$ cat src/rtl/dd_pkg.sv
`timescale 1ns / 1ps

package dd_pkg;

	// sizing
	localparam int NUM_PROCESSES = 8;
	localparam int NUM_RESOURCES = 4;
	localparam int COUNT_WIDTH   = 8;

	// fixed field widths
	localparam int ACTION_W   = 3;
	localparam int PROCESS_W  = 3;
	localparam int RESOURCE_W = 2;
	localparam int VALUE_W    = 8;
	localparam int MASK_W     = 8;

	localparam int PROC_AW = (NUM_PROCESSES > 1) ? $clog2(NUM_PROCESSES) : 1;
	localparam int RES_AW  = (NUM_RESOURCES > 1) ? $clog2(NUM_RESOURCES) : 1;
	localparam int WORK_W  = COUNT_WIDTH + 4;
	localparam int SUM_W   = ((COUNT_WIDTH > VALUE_W) ? COUNT_WIDTH : VALUE_W) + 1;
	localparam int ROW_W   = NUM_RESOURCES * COUNT_WIDTH;
	localparam int DEAD_W  = MASK_W + NUM_PROCESSES;

	localparam logic [COUNT_WIDTH-1:0] COUNT_MAX = '1;

	// action codes
	localparam logic [ACTION_W-1:0] ACT_ALLOC  = 3'd0;
	localparam logic [ACTION_W-1:0] ACT_REQ    = 3'd1;
	localparam logic [ACTION_W-1:0] ACT_AVAIL  = 3'd2;
	localparam logic [ACTION_W-1:0] ACT_ADD    = 3'd3;
	localparam logic [ACTION_W-1:0] ACT_DETECT = 3'd4;

	typedef logic [NUM_RESOURCES-1:0][COUNT_WIDTH-1:0] row_t;

	typedef enum logic [1:0] {
		S_IDLE,
		S_MERGE,
		S_SWEEP
	} state_t;

	// row memory access from the controller
	typedef struct packed {
		logic [PROC_AW-1:0] raddr;
		logic               alloc_we;
		logic               req_we;
		logic [PROC_AW-1:0] waddr;
		row_t               wdata;
	} ram_req_t;

	// finished detection
	typedef struct packed {
		logic              vld;
		logic [MASK_W-1:0] mask;
		logic              any;
	} result_t;

	// saturate a widened count at the count maximum
	function automatic logic [COUNT_WIDTH-1:0] clamp_count(input logic [SUM_W-1:0] v);
		if (v > SUM_W'(COUNT_MAX))
			return COUNT_MAX;
		return v[COUNT_WIDTH-1:0];
	endfunction

endpackage

$ cat src/rtl/dd_ram.sv
`timescale 1ns / 1ps

module dd_ram #(
	parameter int WIDTH = 32,
	parameter int DEPTH = 8
) (
	input  logic                                    clk,
	input  logic                                    we,
	input  logic [((DEPTH > 1) ? $clog2(DEPTH) : 1)-1:0] waddr,
	input  logic [WIDTH-1:0]                        wdata,
	input  logic [((DEPTH > 1) ? $clog2(DEPTH) : 1)-1:0] raddr,
	output logic [WIDTH-1:0]                        rdata
);

	logic [WIDTH-1:0] mem [DEPTH];

	// one write port, registered read port
	always_ff @(posedge clk) begin
		if (we)
			mem[waddr] <= wdata;
		rdata <= mem[raddr];
	end

endmodule

$ cat src/rtl/dd_ctrl.sv
`timescale 1ns / 1ps

module dd_ctrl
	import dd_pkg::*;
(
	input  logic                  clk,
	input  logic                  arst_n,
	input  logic                  in_valid,
	output logic                  in_ready,
	input  logic [ACTION_W-1:0]   action,
	input  logic [PROCESS_W-1:0]  process,
	input  logic [RESOURCE_W-1:0] resource,
	input  logic [VALUE_W-1:0]    value,
	input  logic                  slot_free,
	input  row_t                  alloc_rdata,
	input  row_t                  req_rdata,
	output ram_req_t              ram_req,
	output result_t               result
);

	state_t state_q, state_nx;

	logic [ACTION_W-1:0]    op_q;
	logic [RES_AW-1:0]      res_q;
	logic [VALUE_W-1:0]     val_q;
	logic [PROC_AW-1:0]     wp_q;
	logic [NUM_PROCESSES-1:0] alloc_vld_q, req_vld_q;
	logic [COUNT_WIDTH-1:0] avail_q [NUM_RESOURCES];
	logic [WORK_W-1:0]      work_q [NUM_RESOURCES];
	logic [WORK_W-1:0]      work_nx [NUM_RESOURCES];
	logic [NUM_PROCESSES-1:0] finish_q;
	logic                   found_q;
	logic [PROC_AW-1:0]     issue_p_q;
	logic                   evl_vld_s1;
	logic [PROC_AW-1:0]     evl_p_s1;
	logic                   avld_s1, rvld_s1;

	logic accept, proc_ok, res_ok;
	row_t alloc_row, req_row, merge_row;
	logic fits, last_p, done;
	logic [WORK_W:0] wsum;
	logic [DEAD_W-1:0] dead_ext;

	function automatic logic last_issue(input logic [PROC_AW-1:0] p);
		return p == PROC_AW'(NUM_PROCESSES - 1);
	endfunction

	assign accept  = in_valid && in_ready;
	assign proc_ok = int'(process) < NUM_PROCESSES;
	assign res_ok  = int'(resource) < NUM_RESOURCES;

	// rows as read, never-written rows read as zero
	assign alloc_row = avld_s1 ? alloc_rdata : '0;
	assign req_row   = rvld_s1 ? req_rdata : '0;

	// row check and release for the process under evaluation
	always_comb begin
		fits = evl_vld_s1 && !finish_q[evl_p_s1];
		for (int r = 0; r < NUM_RESOURCES; r++) begin
			if (WORK_W'(req_row[r]) > work_q[r])
				fits = 1'b0;
			wsum = (WORK_W + 1)'(work_q[r]) + (WORK_W + 1)'(alloc_row[r]);
			work_nx[r] = wsum[WORK_W] ? '1 : wsum[WORK_W-1:0];
		end
	end

	assign last_p = evl_p_s1 == PROC_AW'(NUM_PROCESSES - 1);
	assign done   = (state_q == S_SWEEP) && evl_vld_s1 && last_p && !found_q && !fits;

	// single element update of the row read in the previous cycle
	always_comb begin
		merge_row = (op_q == ACT_ALLOC) ? alloc_row : req_row;
		case (op_q)
			ACT_ADD:
				merge_row[res_q] = clamp_count(SUM_W'(req_row[res_q]) + SUM_W'(val_q));
			default:
				merge_row[res_q] = clamp_count(SUM_W'(val_q));
		endcase
	end

	// next state
	always_comb begin
		state_nx = state_q;
		unique case (state_q)
			S_IDLE: begin
				if (accept) begin
					unique case (action) inside
						ACT_ALLOC, ACT_REQ, ACT_ADD:
							if (proc_ok && res_ok)
								state_nx = S_MERGE;
						ACT_DETECT:
							state_nx = S_SWEEP;
						default: ;
					endcase
				end
			end
			S_MERGE:
				state_nx = S_IDLE;
			S_SWEEP:
				if (done)
					state_nx = S_IDLE;
			default:
				state_nx = S_IDLE;
		endcase
	end

	// outputs
	always_comb begin
		in_ready         = (state_q == S_IDLE) && slot_free;
		ram_req.raddr    = (state_q == S_SWEEP) ? issue_p_q : PROC_AW'(process);
		ram_req.waddr    = wp_q;
		ram_req.wdata    = merge_row;
		ram_req.alloc_we = (state_q == S_MERGE) && (op_q == ACT_ALLOC);
		ram_req.req_we   = (state_q == S_MERGE) && (op_q != ACT_ALLOC);
	end

	assign dead_ext      = DEAD_W'(~finish_q);
	assign result.vld    = done;
	assign result.mask   = dead_ext[MASK_W-1:0];
	assign result.any    = |(~finish_q);

	// state and control registers
	always_ff @(posedge clk or negedge arst_n) begin
		if (!arst_n) begin
			state_q     <= S_IDLE;
			alloc_vld_q <= '0;
			req_vld_q   <= '0;
			finish_q    <= '0;
			found_q     <= 1'b0;
			issue_p_q   <= '0;
			evl_vld_s1  <= 1'b0;
			for (int r = 0; r < NUM_RESOURCES; r++) begin
				avail_q[r] <= '0;
				work_q[r]  <= '0;
			end
		end else begin
			state_q <= state_nx;
			if (ram_req.alloc_we)
				alloc_vld_q[wp_q] <= 1'b1;
			if (ram_req.req_we)
				req_vld_q[wp_q] <= 1'b1;

			unique case (state_q)
				S_IDLE: begin
					evl_vld_s1 <= 1'b0;
					if (accept && action == ACT_AVAIL && res_ok)
						avail_q[RES_AW'(resource)] <= clamp_count(SUM_W'(value));
					if (accept && action == ACT_DETECT) begin
						for (int r = 0; r < NUM_RESOURCES; r++)
							work_q[r] <= WORK_W'(avail_q[r]);
						finish_q  <= '0;
						found_q   <= 1'b0;
						issue_p_q <= '0;
					end
				end
				S_SWEEP: begin
					// issue the next row read every cycle, round robin
					issue_p_q  <= last_issue(issue_p_q) ? '0 : issue_p_q + 1'b1;
					evl_vld_s1 <= !done;
					if (fits) begin
						for (int r = 0; r < NUM_RESOURCES; r++)
							work_q[r] <= work_nx[r];
						finish_q[evl_p_s1] <= 1'b1;
					end
					if (evl_vld_s1)
						found_q <= last_p ? 1'b0 : (found_q || fits);
				end
				default: ;
			endcase
		end
	end

	// payload and read pipeline registers
	always_ff @(posedge clk) begin
		if (accept) begin
			op_q  <= action;
			res_q <= RES_AW'(resource);
			val_q <= value;
			wp_q  <= PROC_AW'(process);
		end
		evl_p_s1 <= ram_req.raddr;
		avld_s1  <= alloc_vld_q[ram_req.raddr];
		rvld_s1  <= req_vld_q[ram_req.raddr];
	end

	// checks
	a_done_in_sweep: assert property (@(posedge clk) disable iff (!arst_n)
		result.vld |-> (state_q == S_SWEEP && evl_vld_s1 && last_p))
		else $error("result raised outside the final row of a sweep");

	a_merge_after_accept: assert property (@(posedge clk) disable iff (!arst_n)
		(state_q == S_MERGE) |-> $past(state_q == S_IDLE && accept))
		else $error("row merge without an accepted word");

	a_finish_grows: assert property (@(posedge clk) disable iff (!arst_n)
		(state_q == S_SWEEP && $past(state_q == S_SWEEP))
			|-> ((finish_q & $past(finish_q)) == $past(finish_q)))
		else $error("finish mark cleared during detection");

	a_no_write_in_sweep: assert property (@(posedge clk) disable iff (!arst_n)
		(state_q == S_SWEEP) |-> !(ram_req.alloc_we || ram_req.req_we))
		else $error("row write during detection");

endmodule

$ cat src/rtl/deadlock_detector_top.sv
`timescale 1ns / 1ps

// Channel   Handshake               Fields
// in        in_valid / in_ready     action, process, resource, value
// out       out_valid / out_ready   deadlocked_mask, any_deadlock
//
// Write-available words complete in the idle state; allocation, request and
// add words also pass through a merge state (row read, merge and write back).
// Detect runs sweeps over all process rows, at most NUM_PROCESSES + 1 of them:
// one row is checked per cycle, set by the work vector update each check needs.
// Reset clears all stores at once through per-row valid bits; no clearing pass.
// Input is held off while a detect is running, during a row merge, and while an
// undelivered result sits in the output register.

module deadlock_detector_top
	import dd_pkg::*;
(
	input  logic                  clk,
	input  logic                  arst_n,
	input  logic                  in_valid,
	output logic                  in_ready,
	input  logic [ACTION_W-1:0]   action,
	input  logic [PROCESS_W-1:0]  process,
	input  logic [RESOURCE_W-1:0] resource,
	input  logic [VALUE_W-1:0]    value,
	output logic                  out_valid,
	input  logic                  out_ready,
	output logic [MASK_W-1:0]     deadlocked_mask,
	output logic                  any_deadlock
);

	ram_req_t ram_req;
	result_t  result;
	row_t     alloc_rdata, req_rdata;
	logic     out_valid_q;
	logic     slot_free;

	assign slot_free = !out_valid_q || out_ready;

	// allocation rows
	dd_ram #(
		.WIDTH (ROW_W),
		.DEPTH (NUM_PROCESSES)
	) u_alloc_ram (
		.clk   (clk),
		.we    (ram_req.alloc_we),
		.waddr (ram_req.waddr),
		.wdata (ram_req.wdata),
		.raddr (ram_req.raddr),
		.rdata (alloc_rdata)
	);

	// request rows
	dd_ram #(
		.WIDTH (ROW_W),
		.DEPTH (NUM_PROCESSES)
	) u_req_ram (
		.clk   (clk),
		.we    (ram_req.req_we),
		.waddr (ram_req.waddr),
		.wdata (ram_req.wdata),
		.raddr (ram_req.raddr),
		.rdata (req_rdata)
	);

	dd_ctrl u_ctrl (
		.clk         (clk),
		.arst_n      (arst_n),
		.in_valid    (in_valid),
		.in_ready    (in_ready),
		.action      (action),
		.process     (process),
		.resource    (resource),
		.value       (value),
		.slot_free   (slot_free),
		.alloc_rdata (alloc_rdata),
		.req_rdata   (req_rdata),
		.ram_req     (ram_req),
		.result      (result)
	);

	// output register
	always_ff @(posedge clk or negedge arst_n) begin
		if (!arst_n) begin
			out_valid_q <= 1'b0;
		end else if (result.vld) begin
			out_valid_q <= 1'b1;
		end else if (out_ready) begin
			out_valid_q <= 1'b0;
		end
	end

	always_ff @(posedge clk) begin
		if (result.vld) begin
			deadlocked_mask <= result.mask;
			any_deadlock    <= result.any;
		end
	end

	assign out_valid = out_valid_q;

endmodule
$ cat config.mk
export PLATFORM = sky130hd
export DESIGN_NAME = deadlock_detector_top
export DESIGN_NICKNAME = d
export VERILOG_FILES = /design/src/rtl/dd_pkg.sv /design/src/rtl/dd_ram.sv /design/src/rtl/dd_ctrl.sv /design/src/rtl/deadlock_detector_top.sv
export SDC_FILE = /design/constraint.sdc
export NUM_CORES = 1
export LEC_CHECK = 0
export ABC_CLOCK_PERIOD_IN_PS = 4600
export BUFFER_PORTS_ARGS = -buffer_cell sky130_fd_sc_hd__buf_2
export CAP_MARGIN = 5
export CORE_MARGIN = 1.5
export CORE_UTILIZATION = 50
export CTS_CLUSTER_SIZE = 14
export DETAILED_ROUTE_END_ITERATION = 6
export HOLD_SLACK_MARGIN = 0.08
export PLACE_DENSITY = 0.65
export SYNTH_ARGS = -nofsm -noshare
export SYNTH_HDL_FRONTEND = slang
export SYNTH_HIERARCHICAL = 1
export SYNTH_SLANG_ARGS = --single-unit
$ cat constraint.sdc
create_clock -name clk -period 4.6 [get_ports clk]
set_clock_uncertainty 0.05 [all_clocks]
set_input_delay 0.92 -clock clk [delete_from_list [all_inputs] [get_ports clk]]
set_output_delay 0.92 -clock clk [all_outputs]
set_load 0.05 [all_outputs]
==> results_dict.tcl <==
set metrics [dict create \
    yosysUniqueCellTypes 71 \
    hold_ws_ps 366 \
    drt_iter0_drc 1594 \
    n_antenna_cell 0 \
    cts_buffers 74 \
    cts-root-buf "clkbuf_16" \
    path_class "register to register" \
    cts_tree "built" \
    comb_power_share_pct 30.9 \
    regToRegSetupSlack_ps 430 \
    p_leak_nw 12.8 \
    crit_top_cell "a21oi_1" \
    p_int_mw 14.5 \
    grt_util_met1_pct 35.5 \
    start_kind "register" \
    synth_fp_nets 1993 \
    p_sw_share_pct 32.3 \
    cp_cell_sequence "a311oi_1 > a21oi_1 > ha_1 > inv_1 > fa_1 > nand3b_1 > a21boi_0 > o21ai_0 > a211o_1 > a21oi_1 > a21oi_1 > a21oi_1" \
    post-route-drc-count 0 \
    outcome "finished, final reports clean" \
    htreeDepth 3 \
    worst_ep_required_time_ps 4840 \
    crit_buf_inv 1 \
    pwr-share-clk_pct 27.2 \
    synthArstFlopShare_pct 15.6 \
    drv_cap 0 \
    synth_area_per_cell_um2 16.3 \
    hold_path.class "input port to asynchronous set/reset pin" \
    cts.sinks 718 \
    critPathMaxFanout 16 \
    fin_util_pct 57.2 \
    cpLargestDelayFamily "compound AO/OA/AOI/OAI gates" \
    r2r_start "u_ctrl/res_q[1]" \
    synth_flop_cell "edfxtp_1" \
    finalWirelength_mm 75.7 \
    nets 2099 \
    post_cts_buffers 0 \
    min_period_ps 4170 \
    pin_count 31 \
    met2_usage_pct 37.8 \
    start_util_pct 50.8 \
    overflow 0 \
    p_sw_mw 6.92 \
    reg2reg_depth 12 \
    die_h_um 251 \
    pwr-share-seq_pct 41.9 \
    first_pass_iters 5 \
    synthTopCellsByArea "edfxtp_1, dfrtp_1, mux4_1" \
    synth_edf_count 537 \
    grt_pass1_vias 17000 \
    rsz0062_at_grt "no" \
    power_density_nw_per_um2 618 \
    seq_area_frac_synth_pct 65.9 \
    placed_cells 2705 \
    netlist_area_um2 30800 \
    post-route-period-util_pct 90.7 \
    cp_slowest_cell "edfxtp_1" \
    worstMarginPinSlew_ps 1050 \
    io_buffers 30 \
    yosys.area.top_type "edfxtp_1" \
    slowest_delay_ps 800 \
    fill_cells 4604 \
    slew_viol_final 0 \
    end_kind "register" \
    postRouteAntennaNets 0 \
    antenna_found_initial 1 \
    wl_per_cell_um 26.7 \
    grt_util_met3_pct 3.68 \
    place_ws_ps 367 \
    synthTopCellsByCount "edfxtp_1, dfrtp_1, mux2_2" \
    multi_input_area_um2 9930 \
    clock_latency_ps 630 \
    reg2reg_to "u_alloc_ram/mem[0][4]" \
    row_count 90 \
    seq_area_um2 20300 \
    postCtsHoldBufs 0 \
    vdd_ir_drop_max_v 0.000251 \
    core_area_um2 60700 \
    fin_ws_ps 426 \
    syn_inst 1893 \
    grt_max_degree 67 \
    vias 17500 \
    synth.top_cell.area_share_pct 52.3 \
    area_delta_synth_final_pct 12.6 \
    clockBufferDepth 3 \
    grt_pass1_wl_mm 112 \
    die_area_um2 63100 \
    synth_most_common_cell "edfxtp_1" \
    fp.dieW_um 251 \
    setup_viol 0 \
    drive_above_1_share_pct 20.7 \
    synth-seq-cells 718 \
    cp.arrival_ps 4420 \
    finalSetupTns_ps 0 \
    yosys_warnings 6 \
    gr-usage-all-layers_pct 24.2 \
    hold_viol 0 \
    gp_congestion 0.952 \
    vias_per_cell 6.17 \
    dp.final_hpwl_mm 47.0 \
    max_freq_mhz 240 \
    cts-resized-gates 0 \
    relSlewSlack_pct 29.5 \
    clkTransAtPathRegs_ps 60 \
    busiest_layer "met2" \
    finalNonFillerCells 2839 \
]
==> registers in the layout, summed over array words and instances, names as in the netlist, 8 cells and up <==
| signal | flops |
|---|---|
| u_alloc_ram/mem | 256 |
| u_req_ram/mem | 256 |
| u_ctrl/work_q | 48 |
| u_alloc_ram/rdata | 32 |
| u_ctrl/avail_q | 32 |
| u_req_ram/rdata | 32 |
| deadlocked_mask | 8 |
| u_ctrl/alloc_vld_q | 8 |
| u_ctrl/finish_q | 8 |
| u_ctrl/req_vld_q | 8 |
| u_ctrl/val_q | 8 |
==> worst max-delay path by stage <==
stage / startpoint / end / depth (start not counted)
after floorplan: out_ready / u_ctrl/work_q[7] / 8
after global placement: u_ctrl/res_q[1] / u_alloc_ram/mem[4][7] / 9
after detailed placement: u_ctrl/res_q[1] / u_alloc_ram/mem[1][7] / 9
after CTS: u_ctrl/res_q[1] / u_alloc_ram/mem[3][7] / 9
after global routing: u_ctrl/res_q[1] / u_alloc_ram/mem[4][4] / 12
final: u_ctrl/res_q[1] / u_alloc_ram/mem[0][4] / 12
==> power by group through the flow <==
stage | sequential [mW] | combinational (mW) | clock [mW]
4_1_cts | 8.96 | 6.58 | 5.96
6_report | 8.97 | 6.63 | 5.84
2_1_floorplan | 8.81 | 4.62 | 0
5_1_grt | 9.05 | 7.18 | 6.20
3_5_place_dp | 9.08 | 6.56 | 0
3_3_place_gp | 9.08 | 6.42 | 0
==> through the flow <==
stage,power [mW],area (µm²)
after floorplan,13.4,30800
after global placement,15.5,32300
after detailed placement,15.6,32300
after CTS,21.5,34700
after global routing,22.4,34700
final,21.4,34700
==> area by class of cell <==
class                   instances  share of cell area (%)
repair buffers                111                    2.48
clock buffers                 105                    5.90
inverters                      70                   0.782
flip-flops and latches        718                    58.5
multi-input cells            1024                    28.6
clock inverters                29                   0.883
well taps                     782                    2.82
==> layout by cell type, fill, tap and decap left out, types with 7 or more instances in the layout <==
cell type and count:
a21oi_1 53, clkbuf_16 74, nand3_1 19, a31oi_1 16, nor3_1 14, clkinv_2 11
nor2b_1 13, a211oi_1 29, buf_4 74, edfxtp_1 537, mux4_2 55, and2_1 44
mux2i_1 34, nand2_1 110, o22ai_1 21, dfrtp_1 112, clkbuf_1 23, o21bai_1 15
xor2_1 11, a21o_1 13, buf_2 29, o211ai_1 12, nand4_1 15, and3_1 10
clkinv_1 7, xnor2_1 12, mux4_1 80, mux2_2 112, inv_1 67, nor2_4 12
nor4_1 7, dfxtp_1 69, o21ai_0 57, nor2_1 71, buf_12 8, nand2b_1 15
clkbuf_8 8, ha_1 75
==> routing by layer <==
| layer | vias up | wire (µm) |
|---|---|---|
| li1 | 7655 | - |
| met1 | 9138 | 33700 |
| met2 | 629 | 35500 |
| met3 | 94 | 4760 |
| met4 | 2 | 1650 |
| met5 | - | 13 |
==> cells by family after synthesis <==
kind of cell | share of synthesized area (%)
AO/OA/AOI/OAI | 5.69
XOR/XNOR | 0.653
adder cells (fa/ha/maj) | 3.37
buffers and inverters | 2.35
flip-flops | 65.9
multiplexers | 16.1
AND/OR/NAND/NOR | 5.94
Power figures use the tool's default switching activity.
